===== src/rtl/ifmt_pkg.sv =====
// ============================================================================
// ifmt_pkg - shared types and constants of the integer field formatter
// Digit store geometry, conversion codes, ASCII codes and the command word
// that the sequencer sends to the digit engine.
// ============================================================================
`default_nettype none

package ifmt_pkg;

	// Conversion kinds as carried in the low bits of the input tuser.
	localparam logic [1:0] KIND_SDEC = 2'd0;
	localparam logic [1:0] KIND_UDEC = 2'd1;
	localparam logic [1:0] KIND_HEX  = 2'd2;
	localparam logic [1:0] KIND_OCT  = 2'd3;

	// Width of the integer operand and number of digit slots in the store.
	localparam int VAL_W  = 64;
	localparam int NDIG   = 24;
	localparam int NDIG_W = $clog2(NDIG + 1);
	localparam int STEP_W = $clog2(VAL_W);

	// Packed word widths on the stream ports.
	localparam int IN_DATA_W = 80;
	localparam int IN_USER_W = 3;
	localparam int OUT_DATA_W = 8;

	// ASCII codes used by the formatter.
	localparam logic [7:0] CH_ZERO  = 8'h30;
	localparam logic [7:0] CH_SPACE = 8'h20;
	localparam logic [7:0] CH_PLUS  = 8'h2B;
	localparam logic [7:0] CH_MINUS = 8'h2D;
	localparam logic [7:0] CH_LC_X  = 8'h78;
	localparam logic [7:0] CH_UC_X  = 8'h58;
	localparam logic [7:0] CH_LC_A  = 8'h61;
	localparam logic [7:0] CH_UC_A  = 8'h41;

	typedef logic [3:0] digit_t;

	// One command per cycle to the digit engine; load wins over the others.
	typedef struct packed {
		logic load;
		logic dabble;
		logic shift;
	} ifmt_cmd_t;

	// ASCII text of one digit; letters only appear for hexadecimal.
	function automatic logic [7:0] digit_char(input digit_t d, input logic up);
		logic [7:0] base;
		begin
			if (d < 4'd10) begin
				digit_char = CH_ZERO + {4'b0000, d};
			end else begin
				base = up ? CH_UC_A : CH_LC_A;
				digit_char = base + {4'b0000, d} - 8'd10;
			end
		end
	endfunction

endpackage

`default_nettype wire


===== src/rtl/ifmt_digits.sv =====
// ============================================================================
// ifmt_digits - digit engine of the integer field formatter
// Holds the digit store, converts binary to BCD one bit per cycle by
// shift-and-add-3, and shifts digits toward the top slot for output.
// ============================================================================
`default_nettype none

module ifmt_digits
	import ifmt_pkg::*;
(
	input  wire logic             clk,
	input  wire ifmt_cmd_t        cmd,
	input  wire logic [1:0]       kind,
	input  wire logic [VAL_W-1:0] mag,
	output      digit_t           top_digit
);

	digit_t             dig_q [NDIG];
	digit_t             adj   [NDIG];
	logic [VAL_W-1:0]   bin_q;
	logic [4*NDIG-1:0]  hex_src;
	logic [3*NDIG-1:0]  oct_src;

	assign hex_src = (4*NDIG)'(mag);
	assign oct_src = (3*NDIG)'(mag);
	assign top_digit = dig_q[NDIG-1];

	// Digits of five or more get three added before the shift doubles them.
	always_comb begin
		for (int i = 0; i < NDIG; i++) begin
			adj[i] = (dig_q[i] >= 4'd5) ? dig_q[i] + 4'd3 : dig_q[i];
		end
	end

	always_ff @(posedge clk) begin
		if (cmd.load) begin
			bin_q <= mag;
			for (int i = 0; i < NDIG; i++) begin
				case (kind)
					KIND_HEX: dig_q[i] <= hex_src[4*i +: 4];
					KIND_OCT: dig_q[i] <= {1'b0, oct_src[3*i +: 3]};
					default:  dig_q[i] <= '0;
				endcase
			end
		end else if (cmd.dabble) begin
			bin_q <= {bin_q[VAL_W-2:0], 1'b0};
			dig_q[0] <= {adj[0][2:0], bin_q[VAL_W-1]};
			for (int i = 1; i < NDIG; i++) begin
				dig_q[i] <= {adj[i][2:0], adj[i-1][3]};
			end
		end else if (cmd.shift) begin
			dig_q[0] <= '0;
			for (int i = 1; i < NDIG; i++) begin
				dig_q[i] <= dig_q[i-1];
			end
		end
	end

endmodule

`default_nettype wire


===== src/rtl/integer_field_formatter.sv =====
// ============================================================================
// integer_field_formatter - printf-style integer to ASCII field formatter
// Turns one integer and its conversion options into a padded text field,
// one character per output word.
// ============================================================================
//
// Each input word carries a 32- or 64-bit integer and its conversion settings;
// the block answers with the ASCII text of that integer, one character per
// output word, with tlast on the final character. Conversions are signed
// decimal, unsigned decimal, hexadecimal and octal, with optional plus sign,
// 0x/0X or 0 prefix, upper-case hex and a minimum field width. Right-aligned
// fill (space or zero) goes in front of the whole text, even before a sign;
// left-aligned fill is always spaces. Widths above MAX_FIELD are clamped.
// Timing: an input word is taken only when the block is idle. Decimal values
// go through a bit-serial binary to BCD converter, after which leading zero
// digits are shifted out one per cycle over a 24-slot digit store. Output
// characters leave through the output register at one per cycle while the
// receiver does not stall. The last character may still wait in the output
// register while the next input word is taken.
//
`default_nettype none

module integer_field_formatter
	import ifmt_pkg::*;
#(
	parameter int MAX_FIELD = 64
) (
	input  wire logic                  clk,
	input  wire logic                  arst_n,
	// Input stream.
	input  wire logic                  s_tvalid,
	output      logic                  s_tready,
	// tdata from bit 0: value[63:0], upper_case, plus_sign, alt_prefix,
	// left_align, zero_fill, field_width[6:0], zero fill to 80 bits.
	input  wire logic [IN_DATA_W-1:0]  s_tdata,
	// tuser from bit 0: kind[1:0], wide.
	input  wire logic [IN_USER_W-1:0]  s_tuser,
	// Output stream.
	output      logic                  m_tvalid,
	input  wire logic                  m_tready,
	// tdata from bit 0: char_out[7:0].
	output      logic [OUT_DATA_W-1:0] m_tdata,
	output      logic                  m_tlast
);

	// Character counters must hold both the widest field and the longest text
	// (sign or prefix plus a full digit store).
	localparam int TXT_MAX = NDIG + 2;
	localparam int CNT_MAX = (MAX_FIELD > TXT_MAX) ? MAX_FIELD : TXT_MAX;
	localparam int CW      = $clog2(CNT_MAX + 1);
	localparam logic [6:0] MAXF_7 = 7'(MAX_FIELD);

	// Sequencer states.
	localparam logic [2:0] S_IDLE  = 3'd0;
	localparam logic [2:0] S_CONV  = 3'd1;
	localparam logic [2:0] S_NORM  = 3'd2;
	localparam logic [2:0] S_SETUP = 3'd3;
	localparam logic [2:0] S_EMIT  = 3'd4;

	logic [2:0]        state_q;
	logic              ov_q;
	logic [7:0]        och_q;
	logic              olast_q;

	// Per-word settings captured on input.
	logic [1:0]        kind_q;
	logic              neg_q;
	logic              up_q;
	logic              plus_q;
	logic              alt_q;
	logic              left_q;
	logic              zfill_q;
	logic [CW-1:0]     w_q;

	// Working counters.
	logic [STEP_W-1:0] step_q;
	logic [NDIG_W-1:0] ndig_q;
	logic [1:0]        plen_q;
	logic [7:0]        pfx0_q;
	logic [7:0]        pfx1_q;
	logic [CW-1:0]     lp_q;
	logic [CW-1:0]     rp_q;
	logic [CW-1:0]     rem_q;

	// Input word fields.
	logic [1:0]        in_kind;
	logic              in_wide;
	logic [VAL_W-1:0]  in_u;
	logic [VAL_W-1:0]  in_mask;
	logic              in_neg;
	logic [VAL_W-1:0]  in_mag;
	logic [6:0]        in_fw;
	logic              accept;

	ifmt_cmd_t         cmd;
	digit_t            top_digit;
	logic              top_zero;
	logic              norm_more;
	logic              emit_go;
	logic [7:0]        emit_char;
	logic              emit_digit;

	// Text setup terms.
	logic [1:0]        su_plen;
	logic [7:0]        su_pfx0;
	logic [7:0]        su_pfx1;
	logic [CW-1:0]     su_len;
	logic [CW-1:0]     su_total;
	logic [CW-1:0]     su_pad;

	assign s_tready = (state_q == S_IDLE);
	assign accept   = s_tvalid && s_tready;

	assign in_kind = s_tuser[1:0];
	assign in_wide = s_tuser[2];
	assign in_fw   = s_tdata[75:69];
	assign in_mask = in_wide ? {VAL_W{1'b1}} : {{(VAL_W/2){1'b0}}, {(VAL_W/2){1'b1}}};
	assign in_u    = s_tdata[VAL_W-1:0] & in_mask;
	assign in_neg  = (in_kind == KIND_SDEC) &&
		(in_wide ? s_tdata[VAL_W-1] : s_tdata[VAL_W/2-1]);
	// The most negative value negates to itself, which read unsigned is its
	// true magnitude.
	assign in_mag  = in_neg ? ((~in_u + 64'd1) & in_mask) : in_u;

	assign top_zero  = (top_digit == 4'd0);
	assign norm_more = (ndig_q > NDIG_W'(1)) && top_zero;
	assign emit_go   = (state_q == S_EMIT) && (!ov_q || m_tready);
	assign emit_digit = (lp_q == '0) && (plen_q == 2'd0) && (ndig_q != '0);

	assign cmd.load   = accept;
	assign cmd.dabble = (state_q == S_CONV);
	assign cmd.shift  = ((state_q == S_NORM) && norm_more) || (emit_go && emit_digit);

	ifmt_digits u_digits (
		.clk       (clk),
		.cmd       (cmd),
		.kind      (in_kind),
		.mag       (in_mag),
		.top_digit (top_digit)
	);

	// Sign or prefix text. After normalizing, a zero value is one zero digit.
	always_comb begin
		su_plen = 2'd0;
		su_pfx0 = CH_ZERO;
		su_pfx1 = CH_ZERO;
		case (kind_q)
			KIND_SDEC: begin
				if (neg_q) begin
					su_plen = 2'd1;
					su_pfx0 = CH_MINUS;
				end else if (plus_q && !top_zero) begin
					su_plen = 2'd1;
					su_pfx0 = CH_PLUS;
				end
			end
			KIND_UDEC: begin
				if (plus_q) begin
					su_plen = 2'd1;
					su_pfx0 = CH_PLUS;
				end
			end
			KIND_HEX: begin
				if (alt_q) begin
					su_plen = 2'd2;
					su_pfx1 = up_q ? CH_UC_X : CH_LC_X;
				end
			end
			KIND_OCT: begin
				// A zero value already prints as a single zero.
				if (alt_q && !top_zero) begin
					su_plen = 2'd1;
				end
			end
			default: begin
				su_plen = 2'd0;
			end
		endcase
		su_len   = CW'(su_plen) + CW'(ndig_q);
		su_total = (w_q > su_len) ? w_q : su_len;
		su_pad   = su_total - su_len;
	end

	// Character order: left fill, sign or prefix, digits, right fill.
	always_comb begin
		if (lp_q != '0) begin
			emit_char = zfill_q ? CH_ZERO : CH_SPACE;
		end else if (plen_q != 2'd0) begin
			emit_char = pfx0_q;
		end else if (ndig_q != '0) begin
			emit_char = digit_char(top_digit, up_q);
		end else begin
			emit_char = CH_SPACE;
		end
	end

	// Sequencer and output valid.
	always_ff @(posedge clk or negedge arst_n) begin
		if (!arst_n) begin
			state_q <= S_IDLE;
			ov_q    <= 1'b0;
		end else begin
			case (state_q)
				S_IDLE: begin
					if (accept) begin
						state_q <= (in_kind == KIND_SDEC || in_kind == KIND_UDEC) ?
							S_CONV : S_NORM;
					end
				end
				S_CONV: begin
					if (step_q == {STEP_W{1'b1}}) begin
						state_q <= S_NORM;
					end
				end
				S_NORM: begin
					if (!norm_more) begin
						state_q <= S_SETUP;
					end
				end
				S_SETUP: begin
					state_q <= S_EMIT;
				end
				S_EMIT: begin
					if (emit_go && rem_q == CW'(1)) begin
						state_q <= S_IDLE;
					end
				end
				default: begin
					state_q <= S_IDLE;
				end
			endcase

			if (emit_go) begin
				ov_q <= 1'b1;
			end else if (m_tready) begin
				ov_q <= 1'b0;
			end
		end
	end

	// Word settings, counters and the output character.
	always_ff @(posedge clk) begin
		if (accept) begin
			kind_q  <= in_kind;
			neg_q   <= in_neg;
			up_q    <= s_tdata[64];
			plus_q  <= s_tdata[65];
			alt_q   <= s_tdata[66];
			left_q  <= s_tdata[67];
			zfill_q <= s_tdata[68];
			w_q     <= (in_fw > MAXF_7) ? CW'(MAXF_7) : CW'(in_fw);
			step_q  <= '0;
			ndig_q  <= NDIG_W'(NDIG);
		end

		if (state_q == S_CONV) begin
			step_q <= step_q + STEP_W'(1);
		end

		if (state_q == S_NORM && norm_more) begin
			ndig_q <= ndig_q - NDIG_W'(1);
		end

		if (state_q == S_SETUP) begin
			plen_q <= su_plen;
			pfx0_q <= su_pfx0;
			pfx1_q <= su_pfx1;
			lp_q   <= left_q ? '0 : su_pad;
			rp_q   <= left_q ? su_pad : '0;
			rem_q  <= su_total;
		end

		if (emit_go) begin
			och_q   <= emit_char;
			olast_q <= (rem_q == CW'(1));
			rem_q   <= rem_q - CW'(1);
			if (lp_q != '0) begin
				lp_q <= lp_q - CW'(1);
			end else if (plen_q != 2'd0) begin
				plen_q <= plen_q - 2'd1;
				pfx0_q <= pfx1_q;
			end else if (ndig_q != '0) begin
				ndig_q <= ndig_q - NDIG_W'(1);
			end else if (rp_q != '0) begin
				rp_q <= rp_q - CW'(1);
			end
		end
	end

	assign m_tvalid = ov_q;
	assign m_tdata  = och_q;
	assign m_tlast  = olast_q;

endmodule

`default_nettype wire


===== config.mk =====
export PLATFORM = sky130hd
export DESIGN_NAME = integer_field_formatter
export DESIGN_NICKNAME = d
export VERILOG_FILES = /design/src/rtl/ifmt_pkg.sv /design/src/rtl/ifmt_digits.sv /design/src/rtl/integer_field_formatter.sv
export SDC_FILE = /design/constraint.sdc
export NUM_CORES = 1
export LEC_CHECK = 0
export BUFFER_PORTS_ARGS = -buffer_cell sky130_fd_sc_hd__buf_2
export CORE_AREA = 2 2 210 212
export CTS_CLUSTER_DIAMETER = 50
export DETAILED_ROUTE_END_ITERATION = 16
export DIE_AREA = 0 0 212 214
export PLACE_DENSITY = 0.54
export SYNTH_ARGS = -nofsm -noshare
export SYNTH_HDL_FRONTEND = slang
export SYNTH_SLANG_ARGS = --single-unit

===== constraint.sdc =====
create_clock -name clk -period 6.2 [get_ports clk]
set_clock_uncertainty 0.1 [all_clocks]
set_input_delay 0.62 -clock clk [delete_from_list [all_inputs] [get_ports clk]]
set_output_delay 0.62 -clock clk [all_outputs]
set_load 0.02 [all_outputs]

# Yosys cells after proc, flatten, opt, wreduce, memory -nomap -nowiden
# Memory sizes are Yosys's and may differ from the RTL's.
# Cells that the tools add are included.
[totals]
input_bits = 87
mem_bits_rw = 96
wordCells = 419
n_memories = 1
out_inout_bits = 11
reg_bits = 135
[op_classes]
n_lt_le_gt_ge = 28
n_reduce_logical = 31
bitwise_logic = 99
add_sub_neg = 35
eq_ne = 16
n_mux = 189
[mem_list]
columns = ["name", "words", "word_bits", "read_ports", "rd_ports_with_merged_regs", "write_ports", "line_no", "source"]
rows = [
  ["u_digits.dig_q", 24, 4, 24, 0, 24, "ifmt_digits.sv:18", "digit_t dig_q [NDIG];"],
]
[ops]
columns = ["op", "n"]
rows = [
  ["$mux 4", 119],
  ["$mux 64", 4],
  ["$and 64x64->64", 2],
  ["$ge 4x3->1 const B", 24],
  ["$or 1x1->1", 96],
  ["$add 4x2->4 const B", 23],
  ["$add 64x1->64 const B", 1],
  ["$mux 8", 8],
  ["$not 64->64", 1],
  ["$mux 5", 10],
  ["$mux 7", 7],
  ["$mux 6", 4],
  ["$mux 1", 23],
  ["$mux 3", 5],
  ["$pmux 3 s5", 1],
  ["$sub 7x1->7 const B", 2],
  ["$mux 2", 6],
  ["$logic_and 1x1->1", 11],
  ["$pmux 5 s2", 1],
  ["$add 7x4->8", 1],
  ["$eq 2x2->1 const B", 4],
  ["$pmux 2 s4", 1],
  ["$reduce_bool 2->1", 4],
  ["$sub 8x4->8 const B", 1],
  ["30 further kinds", 39],
]

# Logic depth before layout (Yosys ltp)
# Gate-level depths: netlist of the first run.
# An unclocked memory read counts as a cell.
[logic_depth]
ltp_word = 15
mapped_depth = 26
mapped_depth_nobuf = 26

# By module
# Synthesis of the first run repeated with hierarchy kept, for this count alone.
[hier_totals]
cells_unflattened = 1522
hier_area_um2 = 15249.6
[by_module_without_submodules]
columns = ["module", "n_inst", "cells_each", "seq_area_each_um2", "area_each_um2"]
rows = [
  ["ifmt_digits", 1, 874, 4804.6, 9844.4],
  ["integer_field_formatter", 1, 648, 1711.6, 5405.2],
]

# Worst setup path before layout of the first run
# OpenSTA, ideal clock, no wires.
[synth_timing]
kind = "flip-flop to flip-flop"
from = "mem u_digits.dig_q[23][0] in the netlist's numbering"
to = "reg lp_q[6]"
t_required_ps = 5983
setup_ps = 117
path_buffers = 0
path_stages_with_launch = 26
path_slack_ps = 953
synth_period_minus_slack_ps = 5247
t_arrival_ps = 5029
cell_sequence = "edfxtp_1 > inv_1 > ha_1 > nor3b_1 > nand2b_1 > a21oi_1 > o22ai_1 > ha_1 > inv_1 > fa_1 > ha_1 > nor2b_1 > o21ai_0 > a21oi_1 > a221oi_1 > nor3_1 > nor2_1 > ha_1 > inv_1 > fa_1 > a21o_1 > a21oi_1 > o21bai_1 > a21oi_1 > xor2_1 > a32o_1"
[synth_rtl]
columns = ["item", "line_no", "source"]
rows = [
  ["from (decl)", "ifmt_digits.sv:18", ""],
  ["to (signal assigned)", "integer_field_formatter.sv:268", "lp_q <= left_q ? '0 : su_pad;"],
  ["to (signal assigned)", "integer_field_formatter.sv:278", "lp_q <= lp_q - CW'(1);"],
  ["to (decl)", "integer_field_formatter.sv:81", "logic [CW-1:0] lp_q;"],
]

==> results by stage, run 1 <==
Final layout:
- The post-layout instance area is 17,200 sq um.
- The most common cell after layout, fill and taps aside is sky130_fd_sc_hd__edfxtp_1.
- The filler cell count in the final layout is 4,302.
- The area growth from synthesis to layout is 15.3%.
- Across the whole layout, storage elements account for 6520 sq um.
- Leaving out fill and tap cells, the most frequent cells in the layout are 199 x sky130_fd_sc_hd__edfxtp_1, 188 x sky130_fd_sc_hd__nand2_1, 175 x sky130_fd_sc_hd__o21ai_0.
- In the final layout, the multi-input gates occupy 7870 sq um.
- The net count of the finished layout is 1,842.
- The fraction of final layout cells with drive strength greater than 1 is 12.9%.

Die:
- The initial cell density of the core is 34.8%.
- The total area inside the core boundary comes to 42,900 sq um.
- The floorplan step defined a die boundary enclosing 45,400 sq um.
- The die boundary height is 214 um.
- The row count is 76.
- The die boundary width is 212 um.
- 98 I/O pins were placed.

Clocking:
- TritonCTS created 36 clock buffers.
- After clock tree synthesis, the clock-pin slew on the worst setup and hold paths is 60 ps.
- The TritonCTS clock tree is built.
- The tree is rooted in a sky130_fd_sc_hd__clkbuf_16.
- The count of instances resized after the clock tree is built is 0.
- The count of buffers added by post-CTS timing repair for setup is 0.
- The deepest level of the CTS H-tree is 2.
- After clock tree synthesis, the flow added hold-fix buffers numbering 1.
- In this run the deepest clock path goes through 3 buffers.
- The clock latency of the later-clocked register in the worst-skew pair is 550 ps.
- The number of clock sinks is 225.

Worst setup path:
- The kind of capture point of the worst setup path is a register.
- The critical path's top delay family is adder cells.
- At the worst endpoint, the required time is 6550 ps.
- The category of the worst setup path launch point is a register.
- The slowest stage of the critical path is the sky130_fd_sc_hd__fa_1 cell.
- In this run the worst path has a maximum fanout of 6.
- The arrival time of data at the critical path endpoint is 5930 ps.
- The library cell appearing most often on the critical path is sky130_fd_sc_hd__a21oi_1.
- The number of buffers and inverters on the critical path is 4.
- The highest cell delay on the worst timing path is 520 ps.
- The worst setup path is of the register to register kind.

Drt:
- The antenna violation net count after detailed routing is 0.
- The via-per-instance ratio is 5.63.
- The first detailed-routing pass took 5 iterations.
- For this block, the routed nets add up to 45,900 um of wire.
- The routed layout has 12,932 vias.
- Dividing the detail-routed wire length by the instance count gives 20.0 um.
- In the routed design, unresolved DRC markers number 0.
- The starting DRC count in detailed routing is 1,093.

Power and ir drop:
- In this run switching power makes up 40.5% of total power.
- The proportion of power drawn by the clock network is 21.7%.
- The power consumption is 9010 uW.
- Internal power comes to 5360 uW.
- The relative contribution of sequential cells to total power is 37.5%.
- The worst supply voltage drop on vdd is 0.286 mV.
- The power per unit of standard cell area is 524 nW/um^2.
- The analysis attributes to cell leakage a power of 0.00620 uW.
- In this run the power spent charging and discharging nets is 3650 uW.
- The combinational group share of total power is 40.8%.

GRT:
- The number of antenna violations at the first check in global routing is 3.
- The global route total overflow is 0.
- The via count of the first global-routing pass is 12,644.
- The wire length of the first global-routing pass is 71,300 um.
- Entering global routing, the biggest net connects 82 pins.
- The global-route usage over all layers is 20.1%.

Placed design:
- The number of port buffers is 93.
- The half-perimeter wire length after placement is 32,000 um.
- Routability-driven placement finished with a final weighted congestion of 0.878.
- The placed instance area is 16,000 sq um.

Run:
- The max-capacitance violation count is 0.

Yosys:
- The netlist area before placement is 14,900 sq um.
- Of the synthesized area, sequential elements account for 43.7%.
- The number of instances in the synthesized netlist is 1,602.
- The most common flop cell mapped by yosys is sky130_fd_sc_hd__edfxtp_1.
- The warning count from the yosys run is 0.
- The number of nets produced by synthesis is 1,760.
- The synthesized area divided by synthesized cell count is 9.32 sq um.
- Of all flip-flops after synthesis, the portion carrying an async set or reset was 1.78%.
- The number of enable flip-flop cells after synthesis is 199.
- Of all cell types, the one taking the most synthesized area is sky130_fd_sc_hd__edfxtp_1.
- The register bit total from synthesis is 225.
- In the post-synthesis netlist, the biggest area contributors are sky130_fd_sc_hd__edfxtp_1 40%, sky130_fd_sc_hd__o21ai_0 5.9%, sky130_fd_sc_hd__ha_1 5.8%, sky130_fd_sc_hd__nand2_1 4.8%, sky130_fd_sc_hd__a21oi_1 4.3%.
- In this run the biggest area consumer among cell types represents 40.0% of the synthesized area.
- The number of distinct standard cells referenced by the synthesized netlist is 85.

Timing:
- The worst hold slack across all endpoints is 148 ps.
- The summed negative setup slack over all endpoints is 0 ps.
- The max-slew violation count is 0.
- The slew of the pin with the lowest slew margin is 1060 ps.
- The worst path uses 90.1% of the clock period.
- The count of final hold-check violations is 0.
- The routed design could run at a clock period as short as 5580 ps.
- Timing would allow up to 179 MHz.
- Setup repair after global routing left no endpoint under its margin.
- The worst slew margin relative to its limit is 29.3%.
- Setup violations remaining at the end of the flow were counted as 0.

Run status:
- The flow ran to the end, and the final reports show no timing, DRC or antenna violations.

Min path:
- The path category of the worst min-delay check is input pin to register.
path summary, 6_finish.rpt:
| check | start | to | slack, ps | depth (start not counted) |
|---|---|---|---|---|
| max in group asynchronous | arst_n | state_q[2] | 5540 | 2 |
| max reg2reg | u_digits.dig_q[23][1] | lp_q[6] | 620 | 25 |
| min in group asynchronous | arst_n | state_q[0] | 310 | 2 |
| min | s_tdata[64] | up_q | 150 | 1 |
| min reg2reg | pfx1_q[5] | pfx0_q[5] | 350 | 2 |
| max | u_digits.dig_q[23][1] | lp_q[6] | 620 | 25 |
state kept, by name, indices dropped and copies added, names as in the netlist, 3 cells and up:
register and flops:
lp_q 7, rem_q 7, pfx0_q 8, u_digits.dig_q 96, ndig_q 5, u_digits.bin_q 64
w_q 7, state_q 3, step_q 6, m_tdata 8
layer usage:
metal  GRT usage, %  share of wire, %
met1           27.5                45
met2           31.3                45
met3           4.02               7.5
met4           7.49               2.8
met5              0             0.030
power groups by stage:
stage / sequential [uW] / combinational (uW) / clock, uW
after global placement: 3370 / 3610 / 0
after global routing: 3480 / 4180 / 2060
after detailed placement: 3390 / 3680 / 0
after floorplan: 3220 / 2750 / 0
final: 3380 / 3680 / 1950
after CTS: 3370 / 3700 / 2000
area by class of cell:
class	count	area share, %
Antenna cell	2	0.0291
Clock buffer	45	5.67
Clock inverter	20	0.974
Inverter	77	1.68
Multi-Input combinational cell	1226	45.7
Sequential cell	225	37.9
Tap cell	585	4.25
Timing Repair Buffer	118	3.81
logic make-up after synthesis:
group,after synthesis,synth area share (%)
adder cells (fa/ha/maj),72,6.12
buffers and inverters,151,3.85
XOR/XNOR,112,6.57
flip-flops,225,43.7
AND/OR/NAND/NOR,530,17.6
AO/OA/AOI/OAI,503,21.5
multiplexers,9,0.629
cells in the mapped netlist, drive strengths merged (8+ instances only):
master  instances
nor4           16
a22oi          18
edfxtp        199
a221oi         12
dfxtp          22
a221o          14
a211oi         11
nor3b          32
o22ai           8
o31ai          16
ha             69
a21oi         129
and2            8
buf            14
o221ai         26
nor2b          15
nand2b         30
nor2          107
nand3          28
nand2         191
xnor2          72
or3            18
nand4          11
a222oi         10
o21ai         177
inv            75
nor3           38
or2             9
xor2           40
a31oi           9
o41ai          14
clkbuf         60
per-stage QoR:
stage | utilization, % | setup slack (ps) | std cells
4_1_cts | 40.1 | 567 | 2296
2_1_floorplan | - | 953 | 1602
3_3_place_gp | 37.4 | 648 | 2230
6_report | 40.1 | 616 | 2298
3_5_place_dp | 37.4 | 573 | 2230
5_1_grt | 40.1 | 128 | 2297
(Power assumes the default switching activity.)
==> run 2, diff against run 1 <==
--- a/config.mk
+++ b/config.mk
@@ -6,10 +6,10 @@
 export NUM_CORES = 1
 export LEC_CHECK = 0
 export BUFFER_PORTS_ARGS = -buffer_cell sky130_fd_sc_hd__buf_2
-export CORE_AREA = 2 2 210 212
+export CORE_AREA = 2 2 188 236
 export CTS_CLUSTER_DIAMETER = 50
 export DETAILED_ROUTE_END_ITERATION = 16
-export DIE_AREA = 0 0 212 214
+export DIE_AREA = 0 0 190 238
 export PLACE_DENSITY = 0.54
 export SYNTH_ARGS = -nofsm -noshare
 export SYNTH_HDL_FRONTEND = slang
==> run 2 against run 1 <==
  * Sequential share of layout area is 0.15 points lower
  * Register-to-register slack worse by 40 ps
  * Utilization grew 0.18 points
  * Die area down 0.33%
  * Final cell count down 0.96%
  * Setup slack got worse by 43 ps
  * Global-route usage rose by 0.21 points
  * Worst hold slack better by 6.1 ps
  * Critical path type unchanged
==> results by stage, run 2 (synthesis results as in run 1) <==
Final layout:
- The final standard cell count with taps included and fillers excluded is 2,276 (-0.96%).
- Relative to the synthesized area, the layout overhead comes to 15.7%.
- The register ranked first by flip-flop count is u_digits.dig_q.
- The fraction of final layout cells with drive strength greater than 1 is 12.9% (-0.028 points).
- The utilization of the core after routing was 40.3% (+0.18 points).
- The largest registers in the layout are u_digits.dig_q (96), u_digits.bin_q (64).
- The number of nets at the end of the flow is 1,838 (-0.22%).
- The flip-flop count of the largest register after layout came to 96 (unchanged).
- The library cells used most frequently in the layout, excluding fill and tap cells, are 199 x sky130_fd_sc_hd__edfxtp_1, 188 x sky130_fd_sc_hd__nand2_1, 175 x sky130_fd_sc_hd__o21ai_0.
- The most common cell after layout, fill and taps aside is sky130_fd_sc_hd__edfxtp_1.
- The filler cell count in the final layout is 4,320 (+0.42%).

Worst setup path:
- The maximum net fanout on the critical path is 5 (-1).
- The required time of the critical path is 6540 ps (about the same).
- The critical path in this run is classified as register to register.
- The kind of capture point of the worst setup path is a register.
- The worst setup path is launched from a register.
- The arrival time of data at the critical path endpoint was 5970 ps (+40 ps).

Die:
- The initial cell density of the core is 34.8% (about the same).
- The row count came to 85 (+12%).
- The I/O pin count came to 98 (unchanged).
- The core box area came to 42,900 sq um (about the same).
- The die boundary width is 190 um (-10%).
- The total die area was 45,200 sq um (-0.33%).
- The die boundary height is 238 um (+11%).

Drt:
- The detailed-route wire length per cell was 20.3 um (+1.9%).
- The uppermost metal layer occupied by signal nets is met5.
- The starting DRC count in detailed routing is 1,175 (+7.5%).
- The number of vias in the routed layout is 12,922 (-0.077%).
- The number of optimization iterations in the first detailed-route pass is 6 (+1).
- The met3 wirelength from detailed routing was 2950 um (-14%).
- The antenna violation net count after detailed routing was 0 (unchanged).
- The remaining routing DRC violations is 0 (unchanged).
- The via-per-instance ratio is 5.68 (+0.89%).
- The routed metal-1 wirelength is 19,500 um (-5.6%).
- The routed wire length is 46,300 um (+0.89%).
- The met2 routed wirelength is 22,300 um (+9.0%).

Timing:
- The slew of the pin with the lowest slew margin was 1060 ps (-4.47 ps).
- The count of final hold-check violations is 0 (unchanged).
- The highest attainable clock frequency is 178 MHz (-0.76%).
- The worst hold slack across all endpoints came to 154 ps (+6.11 ps).
- The max-slew violation count came to 0 (unchanged).
- The summed negative setup slack over all endpoints is 0 ps (unchanged).
- The worst slew margin relative to its limit is 29.6% (+0.30 points).
- The post-route fraction of the period consumed by the critical path was 90.8% (+0.69 points).
- Setup repair after global routing left no endpoint under its margin.
- The setup violation total in the final timing report is 0 (unchanged).
- The minimum clock period is 5630 ps (+42.9 ps).

Placed design:
- The weighted congestion at the end of routability-driven global placement was 0.871 (-0.80%).
- The post-placement cell count is 2,206 (-1.1%).
- The half-perimeter wire length after placement came to 31,900 um (-0.35%).
- The number of port buffers is 93 (unchanged).

Power and ir drop:
- The worst supply voltage drop on vdd is 0.329 mV (+15%).
- The proportion of power drawn by the clock network was 23.3% (+1.6 points).
- The combinational group share of total power is 39.9% (-0.9 points).
- The leakage component of the power is 0.00624 uW (+0.67%).
- The switching component of the power is 3690 uW (+0.94%).
- The power per unit of standard cell area is 534 nW/um^2 (+2.0%).
- The switching fraction of total power is 39.9% (-0.57 points).
- The relative contribution of sequential cells to total power is 36.8% (-0.7 points).
- The power consumption is 9230 uW (+2.4%).
- The internal power component is 5540 uW (+3.4%).

GRT:
- The wire length of the first global-routing pass is 71,800 um (+0.59%).
- The number of antenna violations at the first check in global routing is 7 (+4).
- The global-route usage over all layers is 20.3% (+0.21 points).
- The via count of the first global-routing pass is 12,667 (+0.18%).
- The global route total overflow is 0 (unchanged).
- The maximum number of pins on one net before global-route repair is 82 (unchanged).

Clocking:
- The deepest level of the CTS H-tree is 2 (unchanged).
- The maximum clock path buffer count is 3 (unchanged).
- The number of clock sinks is 225 (unchanged).
- The clock transition at the registers of the reported paths is 50 ps (about the same).
- The clock buffer count from CTS was 36 (unchanged).
- The TritonCTS clock tree is built.
- The buffer type at the clock tree root is sky130_fd_sc_hd__clkbuf_16.
- The clock latency of the later-clocked register in the worst-skew pair is 540 ps (about the same).

Run:
- The max-capacitance violation count is 0 (unchanged).

Min path:
- In this run the worst hold path is classified as input pin to register.

Run status:
- The flow ran to the end, and the final reports show no timing, DRC or antenna violations.
-- run 2: cell count changes in the layout (fill, tap and decap cells not counted), moves of 3 or more --
cell                        delta
sky130_fd_sc_hd__bufinv_16     +4
sky130_fd_sc_hd__inv_6         +3
sky130_fd_sc_hd__clkinv_4      -4
sky130_fd_sc_hd__inv_4         +3
sky130_fd_sc_hd__clkinv_2      -3
sky130_fd_sc_hd__buf_4         -4
-- run 2: repair_timing --
item                       in CTS  in global routing
buffers inserted                0                  0
gates resized for setup         0                  1
hold endpoints to repair        4                  0
setup endpoints to repair       0                  2
hold buffers                    1                  0
-- run 2: final cells by class --
class | instances | area, sq um | area share, %
inverter | 77 | 289 | 1.67
multi-input combinational | 1226 | 7870 | 45.6
clock inverter | 21 | 272 | 1.57
sequential | 225 | 6520 | 37.7
antenna | 4 | 10.0 | 0.0579
tap | 565 | 707 | 4.09
clock buffer | 44 | 983 | 5.69
timing repair buffer | 114 | 626 | 3.62
-- run 2: final timing paths --
kind	depth (start not counted)	startpoint	slack, ps	endpoint
setup / recovery	24	u_digits.dig_q[23][1]	570	lp_q[5]
hold / removal	1	s_tdata[68]	150	zfill_q
setup reg to reg	24	u_digits.dig_q[23][1]	570	lp_q[5]
hold reg to reg	2	pfx1_q[5]	350	pfx0_q[5]
max in group asynchronous	2	arst_n	5540	state_q[2]
min in group asynchronous	2	arst_n	330	state_q[0]
-- run 2: power by group through the flow --
stage	combinational, uW	clock [uW]	sequential (uW)
floorplan	2750	0	3220
global placement	3590	0	3390
detailed placement	3680	0	3400
CTS	3700	2200	3380
global route	4160	2260	3490
finish	3680	2150	3400
-- run 2: layer usage --
| layer | track usage, % | vias up |
|---|---|---|
| met4 | 7.73 | 6 |
| li1 | - | 6148 |
| met1 | 25.0 | 6246 |
| met5 | 0 | - |
| met2 | 34.8 | 431 |
| met3 | 4.24 | 91 |
-- run 2: metrics by stage --
step	area [sq um]	worst slack [ps]
after floorplan	14900	953
after global placement	16000	494
after detailed placement	16000	403
after CTS	17300	380
after global routing	17300	31.7
final	17300	573
-- run 2: worst max-delay path, stage by stage (launching register included) --
cell and delay [ps]:
sky130_fd_sc_hd__edfxtp_1 440, sky130_fd_sc_hd__inv_1 110, sky130_fd_sc_hd__ha_1 220, sky130_fd_sc_hd__nor3b_1 210, sky130_fd_sc_hd__buf_4 170, sky130_fd_sc_hd__nand2b_1 50, sky130_fd_sc_hd__a21oi_1 190, sky130_fd_sc_hd__o22ai_1 160
sky130_fd_sc_hd__ha_1 230, sky130_fd_sc_hd__inv_1 70, sky130_fd_sc_hd__fa_1 520, sky130_fd_sc_hd__ha_1 330, sky130_fd_sc_hd__nor2b_1 130, sky130_fd_sc_hd__o21ai_0 140, sky130_fd_sc_hd__a21oi_1 120, sky130_fd_sc_hd__a221o_1 430
sky130_fd_sc_hd__and3_1 210, sky130_fd_sc_hd__or2_2 310, sky130_fd_sc_hd__ha_1 320, sky130_fd_sc_hd__a21oi_1 140, sky130_fd_sc_hd__o21ai_0 140, sky130_fd_sc_hd__a21o_1 200, sky130_fd_sc_hd__a21oi_1 180, sky130_fd_sc_hd__mux2i_1 110
sky130_fd_sc_hd__a221oi_1 290
